--- src/hdl/tppc_pkg.sv ---
// Types and constants for the two-point pinch classifier.
// No dependencies; used by the interfaces and all modules.
package tppc_pkg;

	localparam int COORD_W   = 16;
	localparam int DIST_W    = 17;
	localparam int KIND_W    = 3;
	localparam int COUNT_W   = 4;
	localparam int CFG_IDX_W = 2;

	localparam logic [KIND_W-1:0] KIND_BEGIN  = 3'd0;
	localparam logic [KIND_W-1:0] KIND_UPDATE = 3'd1;
	localparam logic [KIND_W-1:0] KIND_CANCEL = 3'd2;
	localparam logic [KIND_W-1:0] KIND_END    = 3'd3;

	localparam logic [CFG_IDX_W-1:0] CFG_TRIGGER = 2'd0;
	localparam logic [CFG_IDX_W-1:0] CFG_CANCEL  = 2'd1;

	localparam logic [DIST_W-1:0]  THRESH_RESET = 17'd100;
	localparam logic [COUNT_W-1:0] PINCH_POINTS = 4'd2;

	typedef enum logic [1:0] {
		DIR_IDLE,
		DIR_UNDECIDED,
		DIR_IN,
		DIR_OUT
	} dir_t;

	typedef enum logic [2:0] {
		V_IGNORE,
		V_MAYBE,
		V_TRIGGER,
		V_CANCEL,
		V_FINISH
	} verdict_t;

	typedef struct packed {
		verdict_t verdict;
		dir_t     mode;
	} tppc_result_t;

endpackage

--- src/hdl/tppc_ifs.sv ---
// Valid/ready channel interfaces: touch events, verdicts, config writes.
// Depends on tppc_pkg.
interface tppc_evt_if;
	import tppc_pkg::*;
	logic                      valid;
	logic                      ready;
	logic [KIND_W-1:0]         event_kind;
	logic [COUNT_W-1:0]        point_count;
	logic signed [COORD_W-1:0] first_x;
	logic signed [COORD_W-1:0] first_y;
	logic signed [COORD_W-1:0] second_x;
	logic signed [COORD_W-1:0] second_y;

	modport source (output valid, event_kind, point_count, first_x, first_y,
		second_x, second_y, input ready);
	modport sink (input valid, event_kind, point_count, first_x, first_y,
		second_x, second_y, output ready);
endinterface

interface tppc_res_if;
	import tppc_pkg::*;
	logic              valid;
	logic              ready;
	logic [2:0]        verdict;
	logic [1:0]        zoom_mode;
	logic [DIST_W-1:0] point_distance;

	modport source (output valid, verdict, zoom_mode, point_distance, input ready);
	modport sink (input valid, verdict, zoom_mode, point_distance, output ready);
endinterface

interface tppc_cfg_if;
	import tppc_pkg::*;
	logic                 valid;
	logic                 ready;
	logic [CFG_IDX_W-1:0] index;
	logic [DIST_W-1:0]    data;

	modport source (output valid, index, data, input ready);
	modport sink (input valid, index, data, output ready);
endinterface

--- src/hdl/tppc_dist.sv ---
// Manhattan distance between two signed points.
// Depends on tppc_pkg.
module tppc_dist (
	input  logic signed [tppc_pkg::COORD_W-1:0] ax,
	input  logic signed [tppc_pkg::COORD_W-1:0] ay,
	input  logic signed [tppc_pkg::COORD_W-1:0] bx,
	input  logic signed [tppc_pkg::COORD_W-1:0] by,
	output logic        [tppc_pkg::DIST_W-1:0]  pt_dist
);
	import tppc_pkg::*;

	logic signed [COORD_W:0] dx, dy;
	logic [COORD_W-1:0] adx, ady;

	always_comb begin
		dx  = {ax[COORD_W-1], ax} - {bx[COORD_W-1], bx};
		dy  = {ay[COORD_W-1], ay} - {by[COORD_W-1], by};
		adx = dx[COORD_W] ? COORD_W'(-dx) : dx[COORD_W-1:0];
		ady = dy[COORD_W] ? COORD_W'(-dy) : dy[COORD_W-1:0];
		pt_dist = {1'b0, adx} + {1'b0, ady};
	end

endmodule

--- src/hdl/tppc_fsm.sv ---
// Pinch direction state and verdict decision for one event per step.
// Depends on tppc_pkg.
module tppc_fsm (
	input  logic                            clk,
	input  logic                            arst_n,
	input  logic                            step,
	input  logic [tppc_pkg::KIND_W-1:0]     kind,
	input  logic [tppc_pkg::COUNT_W-1:0]    count,
	input  logic [tppc_pkg::DIST_W-1:0]     pt_dist,
	input  logic [tppc_pkg::DIST_W-1:0]     trig_thr,
	input  logic [tppc_pkg::DIST_W-1:0]     cancel_thr,
	output tppc_pkg::tppc_result_t          res
);
	import tppc_pkg::*;

	dir_t              dir_q, dir_d;
	logic [DIST_W-1:0] start_q, start_d;
	logic [DIST_W-1:0] ref_q, ref_d;
	logic [DIST_W-1:0] base;
	logic signed [DIST_W:0] diff;
	logic [DIST_W-1:0] mag;

	always_ff @(posedge clk or negedge arst_n) begin
		if (!arst_n) begin
			dir_q   <= DIR_IDLE;
			start_q <= '0;
			ref_q   <= '0;
		end else if (step) begin
			dir_q   <= dir_d;
			start_q <= start_d;
			ref_q   <= ref_d;
		end
	end

	always_comb begin
		base = (dir_q == DIR_UNDECIDED) ? start_q : ref_q;
		diff = {1'b0, pt_dist} - {1'b0, base};
		mag  = diff[DIST_W] ? DIST_W'(-diff) : diff[DIST_W-1:0];

		dir_d       = dir_q;
		start_d     = start_q;
		ref_d       = ref_q;
		res.verdict = V_IGNORE;

		case (kind)
			KIND_BEGIN: begin
				res.verdict = V_MAYBE;
			end
			KIND_UPDATE: begin
				if (count == PINCH_POINTS) begin
					case (dir_q)
						DIR_IDLE: begin
							start_d     = pt_dist;
							ref_d       = pt_dist;
							dir_d       = DIR_UNDECIDED;
							res.verdict = V_TRIGGER;
						end
						DIR_UNDECIDED: begin
							if (mag > trig_thr) begin
								ref_d       = pt_dist;
								dir_d       = diff[DIST_W] ? DIR_OUT : DIR_IN;
								res.verdict = V_TRIGGER;
							end else begin
								res.verdict = V_MAYBE;
							end
						end
						default: begin
							if ((dir_q == DIR_IN && !diff[DIST_W] && diff != '0) ||
							    (dir_q == DIR_OUT && diff[DIST_W]))
								res.verdict = V_TRIGGER;
							else if (mag < cancel_thr)
								res.verdict = V_IGNORE;
							else
								res.verdict = V_CANCEL;
						end
					endcase
				end
			end
			KIND_CANCEL: begin
				dir_d       = DIR_IDLE;
				res.verdict = V_CANCEL;
			end
			KIND_END: begin
				dir_d       = DIR_IDLE;
				res.verdict = V_FINISH;
			end
			default: begin
				res.verdict = V_IGNORE;
			end
		endcase

		res.mode = dir_d;
	end

endmodule

--- src/hdl/two_point_pinch_classifier_core.sv ---
// Top level of the two-point pinch classifier: input register, decision, result register.
// Depends on tppc_pkg, tppc_ifs, tppc_dist, tppc_fsm.
//
//   port  modport  carries
//   evt   sink     event_kind, point_count, first_x/y, second_x/y
//   res   source   verdict, zoom_mode, point_distance
//   cfg   sink     index, data (0 trigger_threshold, 1 cancel_threshold)
//
// One event per cycle while results are taken; results come from the result register.
// Distance and decision run in the cycle between the input and result registers.
// A stalled result holds; the input register still takes an event while it is
// empty or the result register is free or being taken. Reset clears state,
// thresholds to 100.
module two_point_pinch_classifier_core (
	input logic      clk,
	input logic      arst_n,
	tppc_evt_if.sink   evt,
	tppc_res_if.source res,
	tppc_cfg_if.sink   cfg
);
	import tppc_pkg::*;

	logic [DIST_W-1:0] trig_q, cancel_q;

	logic                      valid_s1;
	logic [KIND_W-1:0]         kind_s1;
	logic [COUNT_W-1:0]        count_s1;
	logic signed [COORD_W-1:0] ax_s1, ay_s1, bx_s1, by_s1;

	logic              out_valid_q;
	verdict_t          verdict_q;
	dir_t              mode_q;
	logic [DIST_W-1:0] dist_q;

	logic              adv, step;
	logic [DIST_W-1:0] pt_dist;
	tppc_result_t      dec;

	assign cfg.ready = 1'b1;
	assign adv       = !out_valid_q || res.ready;
	assign step      = valid_s1 && adv;
	assign evt.ready = !valid_s1 || adv;

	always_ff @(posedge clk or negedge arst_n) begin
		if (!arst_n) begin
			trig_q   <= THRESH_RESET;
			cancel_q <= THRESH_RESET;
		end else if (cfg.valid) begin
			if (cfg.index == CFG_TRIGGER)
				trig_q <= cfg.data;
			else if (cfg.index == CFG_CANCEL)
				cancel_q <= cfg.data;
		end
	end

	always_ff @(posedge clk or negedge arst_n) begin
		if (!arst_n) begin
			valid_s1 <= 1'b0;
		end else if (evt.ready) begin
			valid_s1 <= evt.valid;
		end
	end

	always_ff @(posedge clk) begin
		if (evt.valid && evt.ready) begin
			kind_s1  <= evt.event_kind;
			count_s1 <= evt.point_count;
			ax_s1    <= evt.first_x;
			ay_s1    <= evt.first_y;
			bx_s1    <= evt.second_x;
			by_s1    <= evt.second_y;
		end
	end

	tppc_dist u_dist (
		.ax      (ax_s1),
		.ay      (ay_s1),
		.bx      (bx_s1),
		.by      (by_s1),
		.pt_dist (pt_dist)
	);

	tppc_fsm u_fsm (
		.clk        (clk),
		.arst_n     (arst_n),
		.step       (step),
		.kind       (kind_s1),
		.count      (count_s1),
		.pt_dist    (pt_dist),
		.trig_thr   (trig_q),
		.cancel_thr (cancel_q),
		.res        (dec)
	);

	always_ff @(posedge clk or negedge arst_n) begin
		if (!arst_n) begin
			out_valid_q <= 1'b0;
		end else if (adv) begin
			out_valid_q <= valid_s1;
		end
	end

	always_ff @(posedge clk) begin
		if (step) begin
			verdict_q <= dec.verdict;
			mode_q    <= dec.mode;
			dist_q    <= pt_dist;
		end
	end

	assign res.valid          = out_valid_q;
	assign res.verdict        = verdict_q;
	assign res.zoom_mode      = mode_q;
	assign res.point_distance = dist_q;

endmodule

--- src/flat_wrapper.sv ---
// flat-port wrapper written by rule: the top's interface ports become plain ports
module two_point_pinch_classifier_core_flat import tppc_pkg::*;
  (clk, arst_n, evt_valid, evt_event_kind, evt_point_count, evt_first_x, evt_first_y, evt_second_x, evt_second_y, evt_ready, res_valid, res_verdict, res_zoom_mode, res_point_distance, res_ready, cfg_valid, cfg_index, cfg_data, cfg_ready);
  tppc_evt_if evt_i ();
  tppc_res_if res_i ();
  tppc_cfg_if cfg_i ();
  input logic clk;
  input logic arst_n;
  input wire logic [$bits(evt_i.valid)-1:0] evt_valid;
  input wire logic [$bits(evt_i.event_kind)-1:0] evt_event_kind;
  input wire logic [$bits(evt_i.point_count)-1:0] evt_point_count;
  input wire logic [$bits(evt_i.first_x)-1:0] evt_first_x;
  input wire logic [$bits(evt_i.first_y)-1:0] evt_first_y;
  input wire logic [$bits(evt_i.second_x)-1:0] evt_second_x;
  input wire logic [$bits(evt_i.second_y)-1:0] evt_second_y;
  output wire logic [$bits(evt_i.ready)-1:0] evt_ready;
  output wire logic [$bits(res_i.valid)-1:0] res_valid;
  output wire logic [$bits(res_i.verdict)-1:0] res_verdict;
  output wire logic [$bits(res_i.zoom_mode)-1:0] res_zoom_mode;
  output wire logic [$bits(res_i.point_distance)-1:0] res_point_distance;
  input wire logic [$bits(res_i.ready)-1:0] res_ready;
  input wire logic [$bits(cfg_i.valid)-1:0] cfg_valid;
  input wire logic [$bits(cfg_i.index)-1:0] cfg_index;
  input wire logic [$bits(cfg_i.data)-1:0] cfg_data;
  output wire logic [$bits(cfg_i.ready)-1:0] cfg_ready;
  assign evt_i.valid = evt_valid;
  assign evt_i.event_kind = evt_event_kind;
  assign evt_i.point_count = evt_point_count;
  assign evt_i.first_x = evt_first_x;
  assign evt_i.first_y = evt_first_y;
  assign evt_i.second_x = evt_second_x;
  assign evt_i.second_y = evt_second_y;
  assign evt_ready = evt_i.ready;
  assign res_valid = res_i.valid;
  assign res_verdict = res_i.verdict;
  assign res_zoom_mode = res_i.zoom_mode;
  assign res_point_distance = res_i.point_distance;
  assign res_i.ready = res_ready;
  assign cfg_i.valid = cfg_valid;
  assign cfg_i.index = cfg_index;
  assign cfg_i.data = cfg_data;
  assign cfg_ready = cfg_i.ready;
  two_point_pinch_classifier_core u_core (.clk(clk), .arst_n(arst_n), .evt(evt_i), .res(res_i), .cfg(cfg_i));
endmodule
--- config.mk ---
export PLATFORM = sky130hd
export DESIGN_NAME = two_point_pinch_classifier_core_flat
export DESIGN_NICKNAME = d
export VERILOG_FILES = /design/src/hdl/tppc_pkg.sv /design/src/hdl/tppc_ifs.sv /design/src/hdl/tppc_dist.sv /design/src/hdl/tppc_fsm.sv /design/src/hdl/two_point_pinch_classifier_core.sv /design/src/flat_wrapper.sv
export SDC_FILE = /design/constraint.sdc
export NUM_CORES = 1
export LEC_CHECK = 0
export BUFFER_PORTS_ARGS = -buffer_cell sky130_fd_sc_hd__buf_2
export CORE_ASPECT_RATIO = 0.5
export CORE_MARGIN = 10
export CORE_UTILIZATION = 35
export DETAILED_ROUTE_END_ITERATION = 10
export PLACE_DENSITY_LB_ADDON = 0.3
export SLEW_MARGIN = 0
export SYNTH_ARGS = -nofsm -noshare
export SYNTH_HDL_FRONTEND = slang
export SYNTH_SLANG_ARGS = --single-unit
export TNS_END_PERCENT = 50
--- constraint.sdc ---
create_clock -name clk -period 11.4 [get_ports clk]
set_input_delay 0.57 -clock clk [delete_from_list [all_inputs] [get_ports clk]]
set_output_delay 0.57 -clock clk [all_outputs]
set_load 0.05 [all_outputs]
==> metrics.txt <==
Async SR Flop Fraction=between 40% and 50%; htree depth=4; drt drc=0; Clock Tree Buf Depth=2; Hold Violations, Final=0; largest net degree at the start of global routing=73; grt peak-use layer=met2; Max Clock Skew=10.7 ps; initial detailed-routing violation count=433; ANT nets after route=0; Top delay family on crit path=compound AO/OA/AOI/OAI gates; critical-path maximum fanout=17; global-route wire length before repair=around 40 mm; vias in the first global route=about 8k; global-route met3 utilization=under 10%; worst hold slack=a little under 300 ps; P&R area growth vs syn=15.6%; RSZ-0062 raised after global routing=no; die footprint=38300 um^2; max-capacitance violation count=0; Post-Route WL=24.1 mm; IO Port Bufs=roughly 120; distinct cell type count after synthesis=81; initial antenna violation count=0; Seq/Total Area, Yosys=between 40% and 50%; cts bufs inserted=17; row count=45; final worst path period need=roughly 10000 ps; Die X=267 um; Initial Util=about a third; Crit-path slowest cell=or3_1; share of layout cells above drive strength 1=around a fifth; Clock Tree Root=clkbuf_16; #FFs+latches synth=165; hold-fix buffer count after cts=0; CP required=between 10000 and 15000 ps; Post-Place Worst Slack=approximately 1400 ps; CP peak stage delay=approximately 670 ps; Slew @ Worst Pin=around 1100 ps; Syn. warnings=0; setup violators final=0; Global Route met2 Usage=a little under a quarter; Worst-Skew Late Latency=roughly 440 ps; # diodes=0; grt total ovfl=0; period utilization=approximately 88%; Crit. End Element=flop; Post-synth EDFFs=93; Avg Cell Area, Syn=about 11 um^2; Worst Setup Start Kind=flop; via/cell ratio=~5; Slew headroom=about 27%; Total Routing Usage GR=about an eighth; Cells after Synth=1004; IO Count=120; Clock transition at path regs=70 ps; Final Max Tran Viols=0; CTS tree=yes; Arrival @ worst endpoint=roughly 10000 ps; via count=just under 8k; WL/cell=about 16 um; DIE HEIGHT=about 140 um; synthesized area=10700 um^2; Placer Congestion=approximately 0.86; DR pass1 iterations=5; final setup TNS=0 ps; Fmax=between 90 and 100 MHz; status=complete, no violations; Synth Flop Type=edfxtp_1; Resized cells post-CTS=0; Fill cells=~2.9k; setup ws final=approximately 1300 ps; dpl hpwl=roughly 19 mm; Synth Net Count=around 1.2k; Most common cell on crit path=a21o_1; Hold Crit Class=in -> reg; core footprint=just over 30000 um^2; met1 Use GR=between 10% and 20%; fin nets=between 1k and 1.5k; TritonCTS Sinks=~170; internal reg-to-reg setup slack=1320 ps; post-CTS setup buffers=0; CP bufs+invs=0; final core occ=about two fifths; critical path type=reg -> reg
## layout make-up
class	instances	area, um^2	area share (%)
Timing Repair Buffer	123	628	5.10
Multi-Input combinational cell	728	5640	45.8
Clock inverter	8	98.8	0.802
Tap cell	399	499	4.05
Clock buffer	24	493	4.00
Sequential cell	165	4600	37.4
Inverter	95	357	2.89
## placed cells by master, fill, tap and decap left out, types with 10 or more instances in the layout
cell	Yosys	layout
a21o_1	23	23
a21oi_1	61	61
buf_2	4	118
clkbuf_16	0	18
dfrtp_1	66	66
edfxtp_1	93	93
ha_1	101	101
inv_1	93	93
mux2_2	52	52
mux2i_1	18	18
nand2_1	63	63
nand2b_1	13	13
nand3_1	17	17
nor2_1	55	55
nor2b_1	13	12
nor3_1	10	10
o21a_1	10	10
o21ai_0	53	53
xnor2_1	62	62
xor2_1	21	21
## cell usage after synthesis, types with 17 or more instances
cell type	n	area, um^2
ha_1	101	1260
a21o_1	23	173
dfrtp_1	66	1650
mux2i_1	18	180
o21ai_0	53	265
inv_1	93	349
nor2_1	55	206
xnor2_1	62	543
nand2_1	63	236
edfxtp_1	93	2790
a21oi_1	61	305
xor2_1	21	184
mux2_2	52	586
nand3_1	17	85.1
## final timing paths
kind                                    startpoint                 endpoint  depth (start not counted)
setup / recovery                   u_core.by_s1[0]   u_core.u_fsm.ref_q[10]                         38
hold / removal                     evt_second_x[8]          u_core.bx_s1[8]                          1
setup reg to reg                   u_core.by_s1[0]   u_core.u_fsm.ref_q[10]                         38
hold reg to reg            u_core.u_fsm.start_q[0]  u_core.u_fsm.start_q[0]                          2
max in group asynchronous                   arst_n       u_core.cancel_q[1]                          2
min in group asynchronous                   arst_n       u_core.cancel_q[8]                          2
## cell families after synthesis
kind of cell             share of synthesized area (%)
AND/OR/NAND/NOR                                   11.3
AO/OA/AOI/OAI                                     14.9
flip-flops                                        43.2
buffers and inverters                             3.99
adder cells (fa/ha/maj)                           12.6
XOR/XNOR                                          6.82
multiplexers                                      7.18
other                                           0.0352
## routing by layer
metal	routed length, um	up-vias
met1	11100	3705
met5	0	-
met3	933	30
li1	-	3897
met2	11600	108
met4	420	0
## metrics by stage
stage	cells	area, um^2
3_5_place_dp	1510	11700
5_1_grt	1542	12300
4_1_cts	1542	12300
6_report	1542	12300
3_3_place_gp	1510	11700
2_1_floorplan	1004	10700
## sequential cells by signal (all words and copies together) (netlist names), 2 cells and up
| register | cells |
|---|---|
| u_core.u_fsm.ref_q | 17 |
| u_core.res.verdict | 3 |
| u_core.u_fsm.dir_q | 2 |
| u_core.res.point_distance | 17 |
| u_core.trig_q | 17 |
| u_core.ax_s1 | 16 |
| u_core.u_fsm.start_q | 17 |
| u_core.count_s1 | 4 |
| u_core.by_s1 | 16 |
| u_core.ay_s1 | 16 |
| u_core.kind_s1 | 3 |
| u_core.cancel_q | 17 |
| u_core.res.zoom_mode | 2 |
| u_core.bx_s1 | 16 |
Power is not shown: default switching activity piles up to over one toggle a cycle in this logic, so the estimate is an artifact.
